--- config.mk ---
export PLATFORM = sky130hd
export DESIGN_NAME = fds_mult
export DESIGN_NICKNAME = d
export VERILOG_FILES = /design/src/rtl/core/fds_pkg.sv /design/src/rtl/core/fds_mult.sv
export SDC_FILE = /design/constraint.sdc
export NUM_CORES = 2
export LEC_CHECK = 0
export ABC_AREA = 1
export BUFFER_PORTS_ARGS = -buffer_cell sky130_fd_sc_hd__buf_4
export CORE_ASPECT_RATIO = 0.8
export CORE_MARGIN = 4
export CORE_UTILIZATION = 35
export CTS_CLUSTER_DIAMETER = 150
export DETAILED_ROUTE_END_ITERATION = 16
export GPL_TIMING_DRIVEN = 1
export PLACE_DENSITY_LB_ADDON = 0.2
export SETUP_SLACK_MARGIN = 0.5
export SYNTH_ARGS = -nofsm -noshare
export SYNTH_HDL_FRONTEND = slang
export SYNTH_SLANG_ARGS = --single-unit
--- constraint.sdc ---
create_clock -name clk -period 14.7 [get_ports clk]
set_input_delay 2.94 -clock clk [delete_from_list [all_inputs] [get_ports clk]]
set_output_delay 2.94 -clock clk [all_outputs]
set_load 0.02 [all_outputs]
--- src/rtl/core/fds_pkg.sv ---
`default_nettype none

package fds_pkg;

  localparam logic [3:0] MAX_DIGITS = 4'd9;
  localparam logic [30:0] INT_SAT = 31'h7FFF_FFFF;

  // 10^0 .. 10^9, all below 2^30
  localparam logic [29:0] POW10 [10] = '{
    30'd1, 30'd10, 30'd100, 30'd1000, 30'd10000, 30'd100000,
    30'd1000000, 30'd10000000, 30'd100000000, 30'd1000000000
  };

  // after decode: magnitude as Q31.64 split in hi and lo
  typedef struct packed {
    logic        neg;
    logic        ovf;
    logic        zero;
    logic [30:0] hi;
    logic [63:0] lo;
    logic [29:0] p;
  } dec_t;

  // after the two partial products of lo times 10^d
  typedef struct packed {
    logic        neg;
    logic        ovf;
    logic        zero;
    logic [30:0] hi;
    logic [61:0] t0;
    logic [61:0] t1;
    logic [29:0] p;
  } mul_t;

  // after rounding of the scaled fraction
  typedef struct packed {
    logic        neg;
    logic        ovf;
    logic        zero;
    logic [30:0] hi;
    logic [30:0] q;
    logic [29:0] p;
  } rnd_t;

  typedef struct packed {
    logic        negative;
    logic [30:0] integer_part;
    logic [29:0] fraction_digits;
    logic        overflow;
  } res_t;

endpackage

`default_nettype wire

--- src/rtl/core/fds_mult.sv ---
`default_nettype none

module fds_mult import fds_pkg::*; (
  input  wire logic clk,
  input  wire logic rst,
  input  wire logic in_valid,
  output logic      in_ready,
  input  wire dec_t in_data,
  output logic      out_valid,
  input  wire logic out_ready,
  output mul_t      out_data
);

  mul_t data_next;

  // two 32x30 partial products of the fraction word
  always_comb begin
    data_next.neg  = in_data.neg;
    data_next.ovf  = in_data.ovf;
    data_next.zero = in_data.zero;
    data_next.hi   = in_data.hi;
    data_next.p    = in_data.p;
    data_next.t0   = 62'(in_data.lo[31:0]) * 62'(in_data.p);
    data_next.t1   = 62'(in_data.lo[63:32]) * 62'(in_data.p);
  end

  assign in_ready = !out_valid || out_ready;

  always_ff @(posedge clk) begin
    if (rst) begin
      out_valid <= 1'b0;
    end else if (in_ready) begin
      out_valid <= in_valid;
    end
  end

  always_ff @(posedge clk) begin
    if (in_ready && in_valid) begin
      out_data <= data_next;
    end
  end

endmodule

`default_nettype wire

Word level (Yosys, flattened, before mapping)
Index checks and enable logic that the tools add are counted.
{ "classes": {"addsub": 0, "mul": 2, "n_div": 0, "n_lt_le_gt_ge": 0, "n_eq_ne": 0, "shift": 0, "mux": 0, "n_bitwise": 0, "reduce_logical": 3} }
{ "ops": {"columns": ["cell", "count"], "rows": [
  ["multiplier 32 x 30 -> 62 bit", 2],
  ["logical AND 1 bit", 1],
  ["zero test 1 bit", 1],
  ["logical OR 1 bit", 1]
]} }
{ "word_totals": {"regBits": 189, "latch_bits": 0, "ramBits": 0, "rom_bits": 0, "output_inout_bits": 190, "elab_cells": 13, "mem_count": 0} }

Longest topological paths before layout
{ "logic_depth": {"word_depth": 3, "mapped_depth": 33, "ltp_nobuf": 31} }

Least setup slack after synthesis
No wires, ideal clock.
{ "synth_path": {"path_kind": "input to register", "startpoint": "in in_valid", "endpoint": "reg out_data[0] in the netlist's numbering (enable)", "setup_time_ps": 799, "arrival_ps": 12010, "required_ps": 13901, "setup_slack_ps": 1891, "cell_stages": 2, "path_buffers": 0, "path_cell_list": "inv_1 a21oi_1"} }
{ "synth_between": {"elab_chain_len": 1} }
{ "synth_rtl": {"columns": ["element", "line", "text"], "rows": [
  ["start: declaration", "fds_mult.sv:6", "input wire logic in_valid,"],
  ["logical AND 1 bit", "fds_mult.sv:38", "if (in_ready && in_valid) begin"],
  ["end signal: assignment", "fds_mult.sv:39", "out_data <= data_next;"],
  ["end: declaration", "fds_mult.sv:11", "output mul_t out_data"]
]} }
No other way between the ends.
A chain may end at the register's enable or synchronous reset.

==> reports/qor.txt <==
Clock sinks -> 189
Pin count of the biggest net entering global routing -> 126
Cells on worst reg2reg path -> 3
Post-synth top area share -> 45.3%
DRT Pass-1 Iters -> 8
Total grt overflow -> 0
Initial Util -> 35.3%
Worst-Margin Slew -> 1070 ps
CTS root buffer -> clkbuf_16
P&R area growth vs syn -> 7.28%
Design Area, Final -> 0.0792 sq mm
CP Max Fanout -> 39
Die Area -> 0.218 sq mm
Max_cap viols -> 0
Cell variety after synth -> 25
Iter 0 DRT Violations -> 4399
Largest cells by area after synthesis -> fa_1 (45%), inv_1 (17%), nand2_1 (15%)
Clock transition at path regs -> 80 ps
Post-synth top flop -> edfxtp_1
CTS Hold Buffers Added -> 0
Flops & latches, synth -> 189
Flop2flop setup slack -> 12200 ps
Startpoint types -> primary input
FMAX -> 99.7 MHz
Initial antenna violation count -> 7
Mapped cell area -> 0.0738 sq mm
Count of final hold-check violations -> 0
Routed via count -> 57000
Final nets -> 12000
Global-route wire length before repair -> 369 mm
Vias/cell -> 4.57
Worst r2r src -> out_valid$_SDFFE_PP0N_
Routed len/inst -> 18.6 microns
Routability cong. -> 0.897
Placed Cells incl. Taps -> 12500
Cell mode on critical path -> fa_1
Half-perimeter wire length after detailed placement -> 185 mm
GRT Overall Usage -> 22.0%
CORE AREA -> 0.209 sq mm
Final min period -> 10030 ps
Die H -> 419 microns
Worst Setup End Kind -> register
Post-Layout Cell Count -> 12500
Share of cells above drive strength 1 -> 4.38%
Slew margin rel. -> 29.0%
Dpl cell area -> 0.0785 sq mm
Vias in the first global route -> 61400
Commonest cells in the synthesized netlist -> inv_1 (3395), nand2_1 (2979), fa_1 (1672), ha_1 (500), clkbuf_1 (331)
Setup crit start -> in_data[7]
Reg2reg end -> out_data[4]$_DFFE_PP_
Sequential-to-total area share from yosys stat -> 7.67%
Largest stage delay on the critical path -> 570 ps
Post-synth EDFFs -> 188
Boundary Pins -> 322
Clock Latency Late Sink -> 590 ps
Worst path required time -> 15030 ps
Post-CTS sizing -> 0
Synth area leader -> fa_1
Antenna Nets Post-Route -> 0
Crit path to -> out_data[148]$_DFFE_PP_
Fin Setup TNS -> 0 ps
Final setup vio count -> 0
Final clock skew -> 27.7 ps
Postcts setup bufs -> 0
Inserted Clock Buffers -> 25
Synthesized instance count -> 9698
FP Rows -> 150
Outcome -> completed
Ratio of final minimum period to clock period -> 68.2%
Cell with the most instances after synthesis -> inv_1
CTS tree -> yes
Post-synth ARST share -> 0%
Worst hold-check path type -> register to register
Ys Warns -> 0
Syn nets -> 12000
Longest Clk Path Bufs -> 3
Final Slew Violations -> 0
Final WL -> 233 mm
Unrepaired setup endpoints after global routing -> no
CP max stage cell -> buf_4
Crit path arrival time -> 10360 ps
Synth Area per Inst -> 7.61 sq um
DIE WIDTH -> 522 microns
IO Port Bufs -> 321
DR DRC count -> 0
CTS HTree Levels -> 4
WS Path Type -> primary input to register
## critical path, delay by kind of cell
family / cells / cell delay (ps)
fa+ha+maj: 9 / 4450
buf+inv: 7 / 1210
simple gates: 10 / 1690
## worst min path at each step
stage                           startpoint                     end  slack (ps)  depth (start not counted)
floorplan           out_valid$_SDFFE_PP0N_  out_valid$_SDFFE_PP0N_         710                          2
global placement    out_valid$_SDFFE_PP0N_  out_valid$_SDFFE_PP0N_         520                          2
detailed placement  out_valid$_SDFFE_PP0N_  out_valid$_SDFFE_PP0N_         530                          2
CTS                 out_valid$_SDFFE_PP0N_  out_valid$_SDFFE_PP0N_         550                          2
global route        out_valid$_SDFFE_PP0N_  out_valid$_SDFFE_PP0N_         570                          2
finish              out_valid$_SDFFE_PP0N_  out_valid$_SDFFE_PP0N_         550                          2
## per-stage QoR
step	worst slack [ps]	util, %	hold WS, ps
final	4670	37.8	546
after global routing	4350	37.8	573
after CTS	4810	37.8	547
after detailed placement	4170	37.5	535
after global placement	4130	37.5	516
after floorplan	1890	-	705
## layout make-up
class	instances	area [sq um]
timing repair buffer	349	2630
clock inverter	8	88.8
antenna	2	5.00
clock buffer	25	626
tap	2812	3520
inverter	3402	12800
sequential	189	5670
multi-input combinational	5705	53900
fill	22200	130000
## sequential cells by signal (all words and copies together), names as in the netlist
register / flops
out_valid: 1
out_data: 188
## logic make-up (layout without fill, tap and decap cells)
group	after synthesis	count (layout)	synth area share, %
other	0	2	0
AND/OR/NAND/NOR	3381	3381	17.8
buffers and inverters	3804	3784	19.3
XOR/XNOR	72	72	0.854
adder cells (fa/ha/maj)	2172	2172	53.8
AO/OA/AOI/OAI	80	80	0.569
flip-flops	189	189	7.67
## routing by layer
metal | track usage, % | routed length [microns]
met2 | 34.9 | 106000
met1 | 32.8 | 110000
met4 | 3.27 | 3050
met5 | 0 | 0
met3 | 2.63 | 14500
## cells in the final DEF (no fill, tap or decap)
| cell | count |
|---|---|
| inv_1 | 3395 |
| nand2_1 | 2979 |
| fa_1 | 1672 |
| ha_1 | 500 |
| buf_4 | 348 |
| edfxtp_1 | 188 |
| nor2_1 | 183 |
| nand3_1 | 110 |
| a21oi_1 | 71 |
| xor2_1 | 53 |
| nand4_1 | 32 |
| clkbuf_16 | 25 |
| nor3_1 | 20 |
| nor2_2 | 19 |
| xnor2_1 | 19 |
| and2_1 | 12 |
| nor3_2 | 8 |
| o21bai_1 | 8 |
| nand2_2 | 8 |
| inv_2 | 7 |
| nand3b_1 | 4 |
| and3_1 | 3 |
| clkinv_1 | 3 |
| diode_2 | 2 |
| or2_2 | 2 |
| clkinv_2 | 2 |
| bufinv_16 | 2 |
| a21oi_4 | 1 |
| or2_1 | 1 |
| clkinvlp_4 | 1 |
| dfxtp_1 | 1 |
| buf_12 | 1 |
Power is not shown: default switching activity piles up to over one toggle a cycle in this logic, so the estimate is an artifact.
