===== config.mk =====
export PLATFORM = sky130hd
export DESIGN_NAME = fds_final
export DESIGN_NICKNAME = d
export VERILOG_FILES = /design/src/rtl/core/fds_pkg.sv /design/src/rtl/core/fds_final.sv
export SDC_FILE = /design/constraint.sdc
export NUM_CORES = 1
export LEC_CHECK = 0
export BUFFER_PORTS_ARGS = -buffer_cell sky130_fd_sc_hd__buf_4
export CAP_MARGIN = 25
export CORE_MARGIN = 2
export CORE_UTILIZATION = 50
export DETAILED_ROUTE_END_ITERATION = 8
export PLACE_DENSITY = 0.88
export SLEW_MARGIN = 30
export SYNTH_ARGS = -nofsm -noshare
export SYNTH_HDL_FRONTEND = slang
export SYNTH_SLANG_ARGS = --single-unit

===== constraint.sdc =====
create_clock -name clk -period 4 [get_ports clk]
set_input_delay 0 -clock clk [delete_from_list [all_inputs] [get_ports clk]]
set_output_delay 0 -clock clk [all_outputs]
set_load 0.02 [all_outputs]

===== src/rtl/core/fds_pkg.sv =====
`default_nettype none

package fds_pkg;

  localparam logic [3:0] MAX_DIGITS = 4'd9;
  localparam logic [30:0] INT_SAT = 31'h7FFF_FFFF;

  // 10^0 .. 10^9, all below 2^30
  localparam logic [29:0] POW10 [10] = '{
    30'd1, 30'd10, 30'd100, 30'd1000, 30'd10000, 30'd100000,
    30'd1000000, 30'd10000000, 30'd100000000, 30'd1000000000
  };

  // after decode: magnitude as Q31.64 split in hi and lo
  typedef struct packed {
    logic        neg;
    logic        ovf;
    logic        zero;
    logic [30:0] hi;
    logic [63:0] lo;
    logic [29:0] p;
  } dec_t;

  // after the two partial products of lo times 10^d
  typedef struct packed {
    logic        neg;
    logic        ovf;
    logic        zero;
    logic [30:0] hi;
    logic [61:0] t0;
    logic [61:0] t1;
    logic [29:0] p;
  } mul_t;

  // after rounding of the scaled fraction
  typedef struct packed {
    logic        neg;
    logic        ovf;
    logic        zero;
    logic [30:0] hi;
    logic [30:0] q;
    logic [29:0] p;
  } rnd_t;

  typedef struct packed {
    logic        negative;
    logic [30:0] integer_part;
    logic [29:0] fraction_digits;
    logic        overflow;
  } res_t;

endpackage

`default_nettype wire


===== src/rtl/core/fds_final.sv =====
`default_nettype none

module fds_final import fds_pkg::*; (
  input  wire logic clk,
  input  wire logic rst,
  input  wire logic in_valid,
  output logic      in_ready,
  input  wire rnd_t in_data,
  output logic      out_valid,
  input  wire logic out_ready,
  output res_t      out_data
);

  logic        carry;
  logic [31:0] hi_sum;
  res_t        data_next;

  // fraction rounded up to 10^d carries into the integer part
  assign carry  = (in_data.q >= 31'(in_data.p));
  assign hi_sum = 32'(in_data.hi) + 32'(carry);

  always_comb begin
    data_next.negative = in_data.neg;
    if (in_data.ovf || hi_sum[31]) begin
      data_next.integer_part    = INT_SAT;
      data_next.fraction_digits = 30'd0;
      data_next.overflow        = 1'b1;
    end else if (in_data.zero) begin
      data_next.integer_part    = 31'd0;
      data_next.fraction_digits = 30'd0;
      data_next.overflow        = 1'b0;
    end else begin
      data_next.integer_part    = hi_sum[30:0];
      data_next.fraction_digits = carry ? 30'd0 : in_data.q[29:0];
      data_next.overflow        = 1'b0;
    end
  end

  assign in_ready = !out_valid || out_ready;

  always_ff @(posedge clk) begin
    if (rst) begin
      out_valid <= 1'b0;
    end else if (in_ready) begin
      out_valid <= in_valid;
    end
  end

  always_ff @(posedge clk) begin
    if (in_ready && in_valid) begin
      out_data <= data_next;
    end
  end

endmodule

`default_nettype wire


# Yosys cells after proc, flatten, opt, wreduce, memory -nomap -nowiden

Index checks and enable logic that the tools add are counted.

Word-level logic and storage cells: 14
Output and inout bits: 65
Register bits after elaboration: 64
Bits of input ports: 99

Reduce and logical (&&, ||, !) cells: 5
Magnitude comparators: 1
$add $sub $neg: 1
Multiplexer cells: 2

Operators by type and width:

| operator                                         | count |
|---|---|
| 62-bit two-way mux                               | 1 |
| 31-bit by 1-bit adder with 32-bit output         | 1 |
| 31-bit by 30-bit >= comparator with 1-bit output | 1 |
| 30-bit two-way mux                               | 1 |
| 3-bit OR reduction                               | 1 |
| 1-bit logical OR                                 | 2 |
| 1-bit logical AND                                | 1 |
| 1-bit logical NOT                                | 1 |

# Depth between registers and ports, before layout

Gate-level depths: netlist (run 1).

Depth in word-level cells: 4
Gate-level depth with buffers: 14
Gate-level depth less buffers: 13

# Least setup slack after synthesis (run 1)

Ideal clock, no wire load.

Path kind: input to register
From: input port in_data[20] in the netlist's numbering
To: register out_data[1] in the netlist's numbering, data pin
Setup slack: 0.870 ns
Arrival time: 2.957 ns
Library setup time: 0.173 ns
Data required time: 3.827 ns
Stages on the path: 14
Path buffers: 2
Path through: inv_1 ha_1 a21o_1 a221o_1 a2111oi_4 o221ai_2 buf_6 or2_1 ha_1 nand3_1 nor3_1 a21oi_1 clkbuf_1 nor4bb_2

Word-level cells in the longest chain between the ends: 4

Ends and longest elaborated chain:

| what                                               | line            | RTL |
|---|---|---|
| from (decl)                                        | fds_final.sv:8  | `input wire rnd_t in_data,` |
| 31-bit by 30-bit >= comparator with 1-bit output * | fds_final.sv:19 | `assign carry = (in_data.q >= 31'(in_data.p));` |
| 31-bit by 1-bit adder with 32-bit output           | fds_final.sv:20 | `assign hi_sum = 32'(in_data.hi) + 32'(carry);` |
| 1-bit logical OR                                   | fds_final.sv:24 | `if (in_data.ovf \|\| hi_sum[31]) begin` |
| 3-bit OR reduction (no source line) *              | -               |  |
| to (signal assigned)                               | fds_final.sv:51 | `out_data <= data_next;` |
| to (decl)                                          | fds_final.sv:11 | `output res_t out_data` |

Mark *: on every way between the ends. The rest lies on a longest branch, timed or not.
A chain may end at the register's enable or synchronous reset.

# Worst setup path after layout (run 1)

From: input port in_data[20] in the netlist's numbering
To: register out_data[33] in the netlist's numbering, data pin

Word-level cells in the longest chain between the ends: 3
Elaborated cells on any way between the ends: 4
Classes of those cells: add/sub: 1; order compare: 1; mux: 1; reduce/logical: 1

Ends and longest elaborated chain:

| what                                                          | line |
|---|---|
| 31-bit by 30-bit >= comparator with 1-bit output *            | fds_final.sv:19 |
| 31-bit by 1-bit adder with 32-bit output *                    | fds_final.sv:20 |
| 62-bit two-way mux / 1-bit logical OR (equally long branches) | fds_final.sv:28, fds_final.sv:24 |

Marked as above.

==> run metrics, run 1 <==
run status=complete, no violations; DRT Pass-1 Iters=4; R2R Path Start=out_valid; die height=96.66 µm; initial antenna violation count=0; Main synth FF type=edfxtp_1; # setup viols final=0; fin. max-slew vios=0; clock share of power=31.5%; Critical Path End Type=flop; hold path start=in_data[90]; slew margin rel.=56.29%; Post-Synth XOR/XNOR Area=5.713%; Die X=96.66 µm; Final TNS setup=0 ns; simple-gate share of the synthesized area=26.38%; worst-path maximum fanout=32; dpl hpwl=8446 µm; Setup Skew=0.007445 ns; max-cap check violation count=0; pin count of the biggest net entering global routing=63; Worst Hold Class=in -> reg; Async SR Flop Fraction=0%; Total Nets Final=678; DR vias=3631; largest family of logic cells by synthesized area=simple AND/OR/NAND/NOR gates; post-route antenna net violation count=0; H-tree levels=3; first-pass GRT wire length=17110 µm; Clock Latency Late Sink=0.34 ns; Startpoint Class=input pin; Critical Path RT=4.06 ns; core area=8258 µm²; post-synthesis area per instance=11.21 µm²; combinational power share=23.0%; area delta synth->final=36.32%; WL/cell=16.29 µm; number of I/O pins=164; gr usage total=22.85%; CTS Buf Count=9; Post-Syn Area=4293 µm²; Post-synth EDFFs=63; DP Worst Slack=0.4842 ns; WL final=10680 µm; synth unique cells=41; Yosys reg bits=64; Seq/Total Area, Yosys=44.54%; Max Buffers Root-to-Sink=2; CP arrival=3.19 ns; Switching Fraction=25.99%; power density cells=299.3 nW/µm²; grt ovf=0; Worst Setup SP=in_data[20]; global placer's final weighted congestion=0.7864; Clock Sinks=64; mux contribution to synthesized area=0.2332%; Tcrit/Tclk final=78.20%; Reg clk slew, reported paths=0.06 ns; Die ar.=9343 µm²; Final Hold Viols=0; drt initial violations=155; RSZ-0062 raised after global routing=no; vias in the first global route=3551; static leakage=2.407 nW; internal power=0.001296 W; # diodes=0; CTS Hold Buffers Added=3; worst-margin pin slew=0.6556 ns; Compound-Gate Fraction of Synth Area=7.665%; Ys Warns=0; layout cells sized above 1=39.75%; Final min period=3.128 ns; Gate Count Post-Synth=383; post-CTS setup buffer count=0; Synth Area in Adders=9.618%; switching pwr=0.0004551 W; num rows=33; VDD IR max=0.0001250 V; post_cts resized=0; # DRC=0; CTS tree=built; Synth Net Count=515; Setup CP Type=in -> reg; FMAX=0.3197 GHz; Final WS setup=0.8718 ns; root buf cell=clkbuf_8; power share of the sequential group=45.6%; initial core utilization=51.98%; port bufs=163; Via density=5.535
==> metrics by stage <==
step | utilization, % | instances | hold WS [ns] | power, W | cell area [µm²]
2_1_floorplan | - | 383 | 0.06907 | 0.001020 | 4293
3_3_place_gp | 68.09 | 637 | 0.1530 | 0.001194 | 5623
3_5_place_dp | 68.09 | 637 | 0.1551 | 0.001212 | 5623
4_1_cts | 70.86 | 656 | 0.01605 | 0.001759 | 5852
5_1_grt | 70.86 | 656 | 0.05806 | 0.001822 | 5852
6_report | 70.86 | 656 | 0.02870 | 0.001751 | 5852
==> power groups by stage <==
stage          Sequential [W]  Combinational [W]  Clock, W
4_1_cts              0.000799           0.000402  0.000557
5_1_grt              0.000802           0.000436  0.000585
3_5_place_dp         0.000814           0.000398         0
3_3_place_gp         0.000811           0.000383         0
6_report             0.000798           0.000402  0.000551
2_1_floorplan        0.000862           0.000158         0
==> layout by cell type, fill, tap and decap left out, drive strengths merged, types with 14 or more instances in the layout <==
master / instances
buf: 169
edfxtp: 63
ha: 33
inv: 40
nand2: 14
nand3: 15
nor2b: 31
nor4bb: 30
o21ai: 32
xnor2: 22
==> per-layer routing <==
| layer | vias up | global-route usage [%] | wire [µm] |
|---|---|---|---|
| met5 | - | 0 | 0 |
| met4 | 0 | 10.62 | 364 |
| met3 | 39 | 4.046 | 922 |
| met2 | 215 | 39.64 | 5325 |
| met1 | 1644 | 27.59 | 4072 |
| li1 | 1733 | - | - |
==> state kept, by name (all words and copies together), names as in the netlist <==
register / count
out_valid: 1
out_data: 63
==> kinds of logic after synthesis <==
kind of cell	count (synthesis)
adder cells (fa/ha/maj)	33
AO/OA/AOI/OAI	53
multiplexers	1
XOR/XNOR	28
buffers and inverters	60
AND/OR/NAND/NOR	144
flip-flops	64
==> cells in the mapped netlist (3+ instances only) <==
library cell	n	area, µm²
nor4_1	12	75.07
a21oi_1	10	50.05
nor4bb_2	29	471.7
o21ai_0	26	130.1
buf_2	3	15.01
nand3_1	14	70.07
a211oi_1	3	22.52
and4_1	5	43.79
and3_1	3	18.77
buf_6	3	33.78
xnor2_1	22	192.7
nor2b_1	31	193.9
o21ai_1	6	30.03
inv_1	40	150.1
nor2_1	9	33.78
nand4_1	9	56.30
xor2_1	6	52.55
nand2_1	14	52.55
ha_1	33	412.9
clkbuf_1	14	52.55
edfxtp_1	63	1892
nor3_1	9	45.04
==> final cells by class <==
cell class                      instances  area, µm²
Fill cell                             599       2406
Multi-Input combinational cell        259       2161
Sequential cell                        64       1912
Timing Repair Buffer                  172       1299
Clock buffer                           13      158.9
Inverter                               40      150.1
Tap cell                              105      131.4
Clock inverter                          3      40.04
==> critical path: stages <==
cell and delay (ns):
buf_4 0.08, inv_1 0.03, ha_1 0.30, a21o_1 0.16, a221o_1 0.35, a2111oi_4 0.40
o221ai_4 0.16, or2_1 0.26, ha_1 0.25, nand3_1 0.12, nor3_1 0.08, a21oi_4 0.51
buf_4 0.34, o21ai_0 0.14
==> final timing paths <==
path / end / slack (ns) / cells past startpoint
setup / recovery: out_data[33] / 0.87 / 14
hold reg to reg: out_data[38] / 1.10 / 2
setup reg to reg: out_data[1] / 2.12 / 3
hold / removal: out_data[60] / 0.03 / 3
No activity file was read; power rests on OpenSTA's default activity.
==> run 2: changes to the inputs <==
==> constraint.sdc (replaced) <==
create_clock -name clk -period 3.18 [get_ports clk]
set_input_delay 0 -clock clk [delete_from_list [all_inputs] [get_ports clk]]
set_output_delay 0 -clock clk [all_outputs]
set_load 0.02 [all_outputs]
==> run 2 against run 1 <==
Compared with the run above:
- global-route usage down 0.60 points
- via count is 1.4% lower
- cell area is 0.11% higher
- power is 19% higher
- sequential share of layout area barely moved
- critical endpoint is now out_data[55]
- hold slack better by 0.021 ns
- setup slack got worse by 0.51 ns
==> run metrics, run 2 (synthesized netlist as in run 1, its figures left out) <==
power density cells=355.9 nW/µm² (+19%); max reg flops=63 (unchanged); Die X=96.66 µm (unchanged); Reg clk slew, reported paths=0.07 ns (about the same); Post-Layout Cell Count=659 (+0.46%); WL final=10320 µm (-3.4%); H-tree levels=3 (unchanged); worst-margin pin slew=0.5712 ns (-0.08441 ns); CTS Buf Count=9 (unchanged); FMAX=0.3544 GHz; Worst Hold Class=in -> reg; first-pass GRT wire length=16790 µm (-1.9%); worst-path maximum fanout=31 (-3.1%); Tcrit/Tclk final=88.73%; Setup CP Type=in -> reg; # DRC=0 (unchanged); drt initial violations=135 (-13%); WL/cell=15.65 µm (-3.9%); num rows=33 (unchanged); dpl hpwl=8204 µm (-2.9%); RSZ-0062 raised after global routing=no; vias in the first global route=3555 (+0.11%); die height=96.66 µm (unchanged); worst hold margin=0.04948 ns (+0.02078 ns); Critical Path End Type=flop; Total Nets Final=681 (+0.44%); DRT Pass-1 Iters=4 (unchanged); layout cells sized above 1=39.89% (+0.15 points); slew margin rel.=61.92% (+5.6 points); number of I/O pins=164 (unchanged); Startpoint Class=input pin; root buf cell=clkbuf_8; DR vias=3580 (-1.4%); post_cts resized=0 (unchanged); Reg2Reg Depth=3 (unchanged); R2R Path Start=out_valid; Setup Skew=0.009163 ns (+0.001719 ns); fin. max-slew vios=0 (unchanged); initial core utilization=51.98% (unchanged); run status=complete, no violations; pin count of the biggest net entering global routing=64 (+1.6%); Largest Register=out_data; Critical Path RT=3.25 ns (-0.81 ns); footprint of the multi-input gates=2161 µm² (unchanged); # setup viols final=0 (unchanged); R2R setup slack=1.91 ns (-0.21 ns); Clock Latency Late Sink=0.34 ns (about the same); Max Buffers Root-to-Sink=2 (unchanged); reg2reg end=out_data[17]; total power draw=0.002085 W (+19%); VDD IR max=0.0002047 V (+64%); global placer's final weighted congestion=0.8086 (+2.8%); dpl cells=640 (+0.47%); Regs by FF count=out_data: 63 flops, out_valid: 1 flops; grt ovf=0 (unchanged); placed cell areas=5670 µm² (+0.85%); fill count=603 (+0.67%); Final min period=2.821 ns; CP Capture Point=out_data[55]; gr usage total=22.25% (-0.60 points); core area=8258 µm² (unchanged); cell area after layout=5858 µm² (+0.11%); initial antenna violation count=0 (unchanged); max-cap check violation count=0 (unchanged); Worst Setup SP=in_data[20]; Clock Sinks=64 (unchanged); Die ar.=9343 µm² (unchanged); static leakage=2.407 nW (about the same); Via density=5.432 (-1.9%); Final TNS setup=0 ns (unchanged); FF/Latch Area=1912 µm² (unchanged); Final Hold Viols=0 (unchanged); hold depth=3 (unchanged); area delta synth->final=36.46%; post-route antenna net violation count=0 (unchanged); CP arrival=2.89 ns (-0.30 ns); commonest non-fill, non-tap cell in the layout=buf_4; most frequent cells in the layout=buf_4 (170), edfxtp_1 (63), inv_1 (40); CTS tree=built; # diodes=0 (unchanged); port bufs=163 (unchanged)
run 2: cell type report:
cell class | instances | share of cell area (%)
inverters | 40 | 2.563
clock inverters | 4 | 0.3845
well taps | 105 | 2.243
multi-input cells | 259 | 36.89
repair buffers | 175 | 22.98
flip-flops and latches | 64 | 32.64
clock buffers | 12 | 2.307
run 2: metal layers:
layer | share of wire, % | vias up | global-route usage [%]
met5 | 0 | - | 0
met4 | 2.3 | 0 | 8.667
met3 | 7.0 | 20 | 5.130
met2 | 50 | 166 | 37.87
met1 | 41 | 1660 | 27.44
li1 | - | 1734 | -
run 2: timing repair:
item / CTS / global route
buffers inserted: 0 / 0
hold buffers: 3 / 0
endpoints found under the hold margin: 2 / 0
run 2: worst min path at each step:
stage | from | end
floorplan | rst | out_valid
global placement | rst | out_valid
detailed placement | rst | out_valid
CTS | in_data[82] | out_data[52]
global route | in_data[72] | out_data[42]
finish | in_data[72] | out_data[42]
run 2: metrics by stage:
step                      setup WS, ns  util [%]
final                           0.3585     70.94
after global routing            0.1565     70.94
after CTS                       0.3633     70.94
after detailed placement      0.002104     68.67
after global placement          0.1191     68.67
after floorplan                0.04997         -
run 2: report_power, final:
group / internal (W) / switching, W
clock network: 0.000279 / 0.000292
logic: 0.000248 / 0.000266
registers: 0.000986 / 0.0000149
total: 0.00151 / 0.000572
run 2: critical path, stage by stage:
cell       delay, ns
buf_4           0.08
inv_1           0.03
ha_1            0.32
a21o_1          0.16
a221o_1         0.37
a2111oi_4       0.42
o221ai_4        0.15
or2_1           0.26
ha_1            0.25
nand3_1         0.12
nor3_1          0.08
a21oi_4         0.20
buf_12          0.17
buf_4           0.16
o21ai_0         0.09
