--- src/rtl/core/fds_pkg.sv ---
`default_nettype none

package fds_pkg;

  localparam logic [3:0] MAX_DIGITS = 4'd9;
  localparam logic [30:0] INT_SAT = 31'h7FFF_FFFF;

  // 10^0 .. 10^9, all below 2^30
  localparam logic [29:0] POW10 [10] = '{
    30'd1, 30'd10, 30'd100, 30'd1000, 30'd10000, 30'd100000,
    30'd1000000, 30'd10000000, 30'd100000000, 30'd1000000000
  };

  // after decode: magnitude as Q31.64 split in hi and lo
  typedef struct packed {
    logic        neg;
    logic        ovf;
    logic        zero;
    logic [30:0] hi;
    logic [63:0] lo;
    logic [29:0] p;
  } dec_t;

  // after the two partial products of lo times 10^d
  typedef struct packed {
    logic        neg;
    logic        ovf;
    logic        zero;
    logic [30:0] hi;
    logic [61:0] t0;
    logic [61:0] t1;
    logic [29:0] p;
  } mul_t;

  // after rounding of the scaled fraction
  typedef struct packed {
    logic        neg;
    logic        ovf;
    logic        zero;
    logic [30:0] hi;
    logic [30:0] q;
    logic [29:0] p;
  } rnd_t;

  typedef struct packed {
    logic        negative;
    logic [30:0] integer_part;
    logic [29:0] fraction_digits;
    logic        overflow;
  } res_t;

endpackage

`default_nettype wire

--- src/rtl/core/fds_decode.sv ---
`default_nettype none

module fds_decode import fds_pkg::*; (
  input  wire logic        clk,
  input  wire logic        rst,
  input  wire logic        in_valid,
  output logic             in_ready,
  input  wire logic [31:0] value_bits,
  input  wire logic [3:0]  digits,
  output logic             out_valid,
  input  wire logic        out_ready,
  output dec_t             out_data
);

  logic        sign;
  logic [7:0]  expo;
  logic [22:0] mant;
  logic [3:0]  d_sat;
  logic [6:0]  sh;
  logic [94:0] wide;
  dec_t        data_next;

  assign sign = value_bits[31];
  assign expo = value_bits[30:23];
  assign mant = value_bits[22:0];
  assign d_sat = (digits > MAX_DIGITS) ? MAX_DIGITS : digits;
  // shift is 1..71 for the exponents that reach the fixed-point range
  assign sh = 7'(expo - 8'd86);
  assign wide = 95'({1'b1, mant}) << sh;

  always_comb begin
    data_next.ovf  = (expo == 8'hFF) || (expo >= 8'd158);
    data_next.zero = (expo < 8'd87);
    if (expo == 8'hFF) begin
      data_next.neg = (mant == 23'd0) ? sign : 1'b0;
    end else begin
      data_next.neg = sign && ((expo != 8'd0) || (mant != 23'd0));
    end
    data_next.hi = wide[94:64];
    data_next.lo = wide[63:0];
    data_next.p  = POW10[d_sat];
  end

  assign in_ready = !out_valid || out_ready;

  always_ff @(posedge clk) begin
    if (rst) begin
      out_valid <= 1'b0;
    end else if (in_ready) begin
      out_valid <= in_valid;
    end
  end

  always_ff @(posedge clk) begin
    if (in_ready && in_valid) begin
      out_data <= data_next;
    end
  end

endmodule

`default_nettype wire

--- config.mk ---
export PLATFORM = sky130hd
export DESIGN_NAME = fds_decode
export DESIGN_NICKNAME = d
export VERILOG_FILES = /design/src/rtl/core/fds_pkg.sv /design/src/rtl/core/fds_decode.sv
export SDC_FILE = /design/constraint.sdc
export NUM_CORES = 1
export LEC_CHECK = 0
export BUFFER_PORTS_ARGS = -buffer_cell sky130_fd_sc_hd__clkbuf_2
export CORE_MARGIN = 2
export CORE_UTILIZATION = 50
export CTS_BUF_LIST = sky130_fd_sc_hd__clkbuf_8
export DETAILED_ROUTE_END_ITERATION = 10
export HOLD_SLACK_MARGIN = 0.1
export PLACE_DENSITY = 0.75
export RECOVER_POWER = 25
export REMOVE_ABC_BUFFERS = 1
export SYNTH_ARGS = -nofsm -noshare
export SYNTH_HDL_FRONTEND = slang
export SYNTH_SLANG_ARGS = --single-unit
export TNS_END_PERCENT = 10
--- constraint.sdc ---
create_clock -name clk -period 5 [get_ports clk]
set_input_delay 0.25 -clock clk [delete_from_list [all_inputs] [get_ports clk]]
set_output_delay 0.25 -clock clk [all_outputs]
set_load 0.02 [all_outputs]
Word-level counts from Yosys, hierarchy flattened
Memories as Yosys holds them, arrays and structs flattened. A register that Yosys moved wholly into a read port is not among the register bits.
Cells that the tools add are included.

word-level totals
  output and inout bits = 130
  memories = 1
  bits in writable memories = 0
  register bits after elaboration = 99
  memory bits (read-only) = 480
  bits in latches = 0
  input port bits = 40

memories
  name              depth  bits a word  rd ports  clocked after Yosys merged registers in  write ports  line              RTL
  (name not given)  16     30           1         1                                        0            fds_decode.sv:41  data_next.p = POW10[d_sat];

cells by class
  bitwise logic cells = 1
  multipliers = 0
  shifts and indexed selects = 1
  equal/unequal tests = 1
  add/sub/neg operators = 1
  mux-type cells = 3
  divide/modulo/power cells = 0
  reductions and logical operators = 9
  order comparisons = 3

operators by type and width
  operator             number
  $shl 24x7->95        1
  $logic_not 23->1     1
  $reduce_bool 23->1   1
  $eq 8x8->1 const B   1
  $ge 8x8->1 const B   1
  $lt 8x7->1 const B   1
  $reduce_bool 8->1    1
  $sub 7x7->7 const B  1
  $not 4->5            1
  $gt 4x4->1 const B   1
  $mux 4               1
  $logic_or 1x1->1     3
  $logic_and 1x1->1    2
  $mux 1               2
  $logic_not 1->1      1

Logic depth before layout (Yosys ltp)
Gate-level depths: netlist (run 1).

  depth in word-level cells = 4
  depth in mapped cells = 9

Worst setup path before layout (run 1)
No wires, ideal clock.

  kind = reg-to-reg
  from = reg out_valid
  to = reg out_data[0] (netlist name)
  library setup time = 0.494 ns
  data arrival time = 3.443 ns
  clock period less this slack = 3.937 ns
  slack = 1.063 ns
  cell stages (with the launch flop) = 3
  buffers on the path = 0
  cells stage by stage = dfxtp_1 -> nand2b_1 -> and2_1

between the ends
  longest elaborated chain between the ends = 3

RTL lines
  item                    line              RTL
  from (decl)             fds_decode.sv:10  output logic out_valid,
  from (signal assigned)  fds_decode.sv:50  out_valid <= in_valid;
  $logic_not 1->1         fds_decode.sv:44  assign in_ready = !out_valid || out_ready;
  $logic_or 1x1->1        fds_decode.sv:44
  named net in_ready      fds_decode.sv:7   output logic in_ready,
  $logic_and 1x1->1       fds_decode.sv:55  if (in_ready && in_valid) begin

The timed path passes the listed nets, and every way through them passes these cells.
A chain may end at the register's enable or synchronous reset.

Worst setup path after layout (run 1)
  from = in value_bits[25]
  to = reg out_data[91] (netlist name) (data pin)

between the ends
  longest elaborated chain between the ends = 2

RTL lines
  item                  line              RTL
  from (decl)           fds_decode.sv:8   input wire logic [31:0] value_bits,
  $sub 7x7->7           fds_decode.sv:28  assign sh = 7'(expo - 8'd86);
  $shl 24x7->95         fds_decode.sv:29  assign wide = 95'({1'b1, mant}) << sh;
  to (signal assigned)  fds_decode.sv:56  out_data <= data_next;
  to (decl)             fds_decode.sv:12  output dec_t out_data

Every way passes these cells.

==> results of run 1 <==
[worst min-delay path by stage]
stage	from	endpoint	slack (ps)	depth (start not counted)
floorplan	rst	out_valid$_SDFFE_PP0N_	320	1
detailed placement	rst	out_valid$_SDFFE_PP0N_	410	2
finish	value_bits[31]	out_data[127]$_DFFE_PP_	130	2
CTS	value_bits[31]	out_data[127]$_DFFE_PP_	130	2
global placement	rst	out_valid$_SDFFE_PP0N_	400	2
global route	value_bits[31]	out_data[127]$_DFFE_PP_	130	2
[through the flow]
step | instance area, um2 | setup slack, ps | power (mW)
floorplan | 6938 | 1063 | 1.721
global placement | 8071 | 1670 | 1.969
detailed placement | 8071 | 1562 | 1.978
CTS | 8511 | 2037 | 2.850
global route | 8412 | 1825 | 2.948
finish | 8412 | 2000 | 2.839
[registers in the layout, summed over array words and instances (netlist names)]
name,flops
out_data,121
out_valid,1
[cell usage after synthesis, types with 4 or more instances]
cell type,instances,area share [%]
nor2b_1,14,1.2
or3_1,5,0.43
inv_1,11,0.57
nand2b_1,8,0.69
o21ai_0,18,1.2
clkbuf_1,22,1.1
nor3_1,11,0.76
a31oi_1,4,0.35
edfxtp_1,121,50
a211oi_1,6,0.62
nand3_1,30,2.1
o22ai_1,31,2.7
buf_4,12,1.2
o21ai_1,8,0.55
buf_1,4,0.21
or2_2,4,0.35
nor2_1,52,2.7
mux2i_1,28,3.9
o211ai_1,4,0.41
mux2_2,22,3.4
buf_2,16,1.1
ha_1,6,1.0
and2_1,11,0.95
o21a_1,9,0.93
mux4_2,20,6.2
a32oi_1,5,0.60
o31ai_1,6,0.62
o221ai_1,16,1.9
nor4_1,8,0.69
nand2_1,53,2.7
a21oi_1,13,0.90
[final cells by class]
cell class | count | area share (%)
clock buffers | 21 | 3.436
clock inverters | 11 | 1.428
inverters | 12 | 0.5355
multi-input cells | 443 | 38.54
flip-flops and latches | 122 | 43.43
well taps | 180 | 2.677
repair buffers | 180 | 9.951
[power groups by stage]
stage / clock network (mW) / logic (mW) / registers [mW]
floorplan: 0 / 0.339 / 1.38
global placement: 0 / 0.698 / 1.27
detailed placement: 0 / 0.704 / 1.27
CTS: 0.890 / 0.709 / 1.25
global route: 0.938 / 0.753 / 1.26
finish: 0.884 / 0.705 / 1.25
[cell families after synthesis]
logic type               share of synthesized area [%]
flip-flops                                       50.47
AND/OR/NAND/NOR                                  14.52
AO/OA/AOI/OAI                                    13.83
multiplexers                                     14.40
XOR/XNOR                                        0.9680
buffers and inverters                            4.787
adder cells (fa/ha/maj)                          1.037
[layer usage]
metal	GRT usage, %	share of wire [%]
met4	11.43	3.5
met3	5.885	9.5
met1	37.28	40
met5	0	0
met2	41.66	47
[critical path, delay by kind of cell]
kind                     cells  cell delay [ps]
multiplexers                 2              950
XOR/XNOR                     1              890
adder cells (fa/ha/maj)      1              580
AO/OA/AOI/OAI                1              290
buffers and inverters        1              210
AND/OR/NAND/NOR              1              100
==> impl_metrics.py, run 1 <==
metrics = {
    "cells_and_area": {
        "insertedDiodeCount": 0,
        "post-route-util_pct": 60.13,
        "seqCellArea_um2": 3654,
        "multi_input_area_um2": 3242,
        "layoutNonFillerInstCount": 969,
        "layout-drive-gt1-share_pct": 23.70,
        "nFillCells": 1216,
        "final_common_cell": "edfxtp_1",
        "synthToLayoutAreaGrowth_pct": 16.19,
        "mostFrequentLayoutCells": "edfxtp_1 (121), clkbuf_2 (90), clkbuf_1 (79)",
        "nNetsFinal": 822,
    },
    "power_and_ir_drop": {
        "clkPwrFrac_pct": 31.1,
        "net-switching-power_mw": 0.9001,
        "seq_power_share_pct": 44.0,
        "leakage_nw": 3.074,
        "power_density_nw_per_um2": 337.5,
        "power_frac_comb_pct": 24.8,
        "ir_drop_uv": 198.3,
        "swShare_pct": 31.71,
        "p_int_mw": 1.939,
    },
    "logic_synthesis": {
        "netlist_instances": 634,
        "syn_area_per_cell_um2": 11.42,
        "synth_flop_cell": "edfxtp_1",
        "ys_seq_elements": 122,
        "ys_types": 69,
        "ys_async_sr_fraction_pct": 0,
        "ys_warn_count": 0,
        "ys_seq_area_share_pct": 50.47,
        "synth-edff-count": 121,
        "synth.cell_area_um2": 7239,
    },
    "drt": {
        "drt-total-wl_um": 20980,
        "first_pass_iters": 7,
        "dr.first_iter.drc_count": 799,
        "drcViolationCount": 0,
        "vias": 6193,
        "antenna_left": 0,
        "via_per_inst": 6.391,
        "wire_per_inst_um": 21.65,
    },
    "timing": {
        "fin_tns_setup_ps": 0,
        "skew_ps": 10.78,
        "finalMaxSlewViolations": 0,
        "hold_slack_ps": 134.7,
        "finalSetupViolCount": 0,
        "timing_worst_slew_pin_value_ps": 1058,
        "period_needed_ps": 3000,
        "rsz0062_at_grt": "false",
        "slew_headroom_pct": 29.32,
        "fmax_mhz": 333.3,
        "timing.final.crit_share_pct": 60.01,
        "hold_violations": 0,
    },
    "clocking": {
        "root_buffer": "clkbuf_8",
        "cts_tree": "done",
        "numCtsBuffers": 17,
        "clock_path_buffers": 2,
        "post_cts_resized": 0,
        "clk_latency_ps": 450,
        "cts_sinks": 122,
        "clk_pin_slew_ps": 70,
        "h-tree-depth": 4,
        "cts_hold_buf": 3,
        "cts_setup_buffers": 0,
    },
    "setup_path": {
        "worstPathArrival_ps": 3290,
        "startpoint": "value_bits[25]",
        "r2r_start": "out_valid$_SDFFE_PP0N_",
        "crit_path_start_kind": "input pin",
        "endpoint": "out_data[91]$_SDFFCE_PP0P_",
        "critical-path-max-stage-delay_ps": 890,
        "crit_path_cell_trace": "clkbuf_2 > ha_1 > xor2_4 > mux4_1 > a22o_1 > mux2_2 > nor2_1",
        "slowest_stage": "xor2_4",
        "critPathKind": "input pin to flip-flop",
        "r2r-end": "out_data[73]$_SDFFCE_PP0P_",
        "reg2reg_depth": 3,
        "rrSetupSlack_ps": 2700,
        "worstPathMaxFanout": 36,
        "crit_path_end_kind": "flip-flop",
        "crit_required_ps": 5290,
    },
    "job": {
        "max-cap-violations": 0,
    },
    "place": {
        "dpl.cell_count": 934,
        "dpl.hpwl_um": 14810,
        "portBuffers": 169,
        "gp_congestion": 1.002,
    },
    "global_routing": {
        "grt_pass1_wl_um": 32660,
        "grt_pass1_vias": 5830,
        "grt_overflow": 0,
        "antenna_found_initial": 0,
        "grt_max_degree": 83,
        "groute.usage.overall_pct": 27.04,
    },
    "die": {
        "die_h_um": 124.3,
        "core_um2": 13990,
        "start_util_pct": 51.75,
        "die_area_um2": 15460,
        "row_count": 43,
        "fp.dieW_um": 124.3,
        "ios": 170,
    },
    "outcome": {
        "status": "finished, final reports clean",
    },
    "min_path": {
        "hp-class": "input pin to flip-flop",
    },
}
Note: power is estimated with default switching activity, not from simulation.
==> run 2, diff against run 1 <==
PLACE_DENSITY = 0.78   (was 0.75)
clock period = 2.5 ns   (was 5 ns; I/O delays follow)
==> impl_metrics.py, run 2 (same netlist as run 1, synthesis figures left out) <==
metrics = {
    "power_and_ir_drop": {
        "ir_drop_uv": 359.6,
        "leakage_nw": 3.398,
        "power_density_nw_per_um2": 661.7,
    },
    "timing": {
        "period_needed_ps": 2042,
        "hold_violations": 0,
        "timing.final.crit_share_pct": 81.66,
        "skew_ps": 7.119,
        "timing_worst_slew_pin_value_ps": 913.4,
        "rsz0062_at_grt": "false",
        "finalSetupViolCount": 0,
        "slew_headroom_pct": 39.11,
        "hold_slack_ps": 208.7,
        "finalMaxSlewViolations": 0,
        "fmax_mhz": 489.8,
    },
    "cells_and_area": {
        "final_common_cell": "edfxtp_1",
        "regMostFlops": "out_data",
        "post-route-util_pct": 64.14,
        "synthToLayoutAreaGrowth_pct": 23.94,
        "reg_top3": "out_data x121, out_valid x1",
        "layout-drive-gt1-share_pct": 28.30,
        "layoutNonFillerInstCount": 1035,
        "largest_reg_flops": 121,
        "insertedDiodeCount": 0,
        "nNetsFinal": 888,
        "mostFrequentLayoutCells": "edfxtp_1 (121), clkbuf_1 (86), clkbuf_2 (83)",
        "nFillCells": 1160,
    },
    "setup_path": {
        "crit_path_frequent_cell": "nand2_1",
        "crit_path_cell_trace": "clkbuf_1 > and2_1 > a32oi_1 > nand2_1 > nand2_1 > buf_4 > o31ai_1",
        "crit_family": "buffers and inverters",
        "crit_required_ps": 2730,
        "crit_buf_inv": 2,
        "crit_path_end_kind": "flip-flop",
        "slowest_stage": "clkbuf_1",
        "worstPathMaxFanout": 21,
        "critPathKind": "input pin to flip-flop",
        "crit_path_start_kind": "input pin",
        "critical-path-max-stage-delay_ps": 660,
        "worstPathArrival_ps": 2270,
    },
    "drt": {
        "dr.first_iter.drc_count": 840,
        "antenna_left": 0,
        "wire_per_inst_um": 22.65,
        "drt-total-wl_um": 23440,
        "drcViolationCount": 0,
        "first_pass_iters": 6,
        "via_per_inst": 6.320,
        "vias": 6541,
    },
    "clocking": {
        "clk_pin_slew_ps": 70,
        "cts_sinks": 122,
        "post_cts_resized": 0,
        "root_buffer": "clkbuf_8",
        "h-tree-depth": 4,
        "cts_setup_buffers": 0,
        "cts_tree": "done",
        "clock_path_buffers": 2,
        "numCtsBuffers": 17,
        "clk_latency_ps": 450,
    },
    "global_routing": {
        "grt_pass1_wl_um": 35540,
        "groute.usage.overall_pct": 29.92,
        "grt_max_degree": 48,
        "grt_pass1_vias": 6197,
        "grt_overflow": 0,
        "antenna_found_initial": 0,
    },
    "die": {
        "die_h_um": 124.3,
        "fp.dieW_um": 124.3,
        "start_util_pct": 51.75,
        "die_area_um2": 15460,
        "ios": 170,
        "core_um2": 13990,
        "row_count": 43,
    },
    "place": {
        "dpl.cell_count": 997,
        "gp_congestion": 0.9774,
        "dpl.hpwl_um": 17610,
        "portBuffers": 169,
    },
    "min_path": {
        "hp-class": "input pin to flip-flop",
    },
    "outcome": {
        "status": "finished, final reports clean",
    },
    "job": {
        "max-cap-violations": 0,
    },
}
-- run 2: cell count changes in the layout (fill, tap and decap cells not counted), sizes merged --
| cell | change |
|---|---|
| buf | +63 |
| bufinv | +1 |
| clkbuf | -2 |
| clkinvlp | -1 |
| dlygate4sd3 | +3 |
| inv | +2 |
-- run 2: worst reg2reg max path, stage by stage, from the launching register on --
cell and delay, ps:
dfxtp_1 310, nand2b_1 120, and2_4 420, buf_4 390
-- run 2: power by group --
| group | internal [mW] | total (mW) | switching, mW |
|---|---|---|---|
| Combinational | 0.571 | 1.60 | 1.03 |
| Clock | 1.03 | 1.84 | 0.810 |
| Sequential | 2.45 | 2.50 | 0.0508 |
-- run 2: per-stage QoR --
| step | setup slack [ps] | cell area, um2 | setup TNS [ps] | total power [mW] |
|---|---|---|---|---|
| floorplan | -1437 | 6938 | -192570 | 3.442 |
| global placement | 114.0 | 8607 | 0 | 4.112 |
| detailed placement | 59.13 | 8607 | 0 | 4.137 |
| CTS | 526.9 | 9080 | 0 | 5.950 |
| global route | 394.6 | 8972 | 0 | 6.137 |
| finish | 458.5 | 8972 | 0 | 5.937 |
-- run 2: layer usage --
layer	GRT usage (%)	part of all wire [%]	wire, um
met5	0	0	0
met2	49.44	49	11500
met4	10.58	2.8	663
met3	5.670	9.2	2167
met1	39.69	39	9110
-- run 2: path summary, 6_finish.rpt --
kind / from / endpoint / slack [ps] / cells after the start
max: value_bits[29] / out_data[48]$_SDFFCE_PP0P_ / 460 / 7
min: digits[2] / out_data[15]$_SDFFCE_PP1P_ / 210 / 2
max reg2reg: out_valid$_SDFFE_PP0N_ / out_data[3]$_SDFFCE_PN0P_ / 930 / 3
min reg2reg: out_valid$_SDFFE_PP0N_ / out_data[34]$_SDFFCE_PP0P_ / 940 / 2
-- run 2: layout make-up --
class                      instances  area, um2  area share [%]
clock inverter                    13      151.4           1.687
clock buffer                      19      261.5           2.915
sequential                       122       3654           40.72
timing repair buffer             246       1394           15.53
inverter                          12      45.04          0.5020
multi-input combinational        443       3242           36.13
tap                              180      225.2           2.510
-- run 2: what timing repair did --
action	CTS	global route
endpoints found under the hold margin	9	0
endpoints found under the setup margin	0	0
hold buffers	6	0
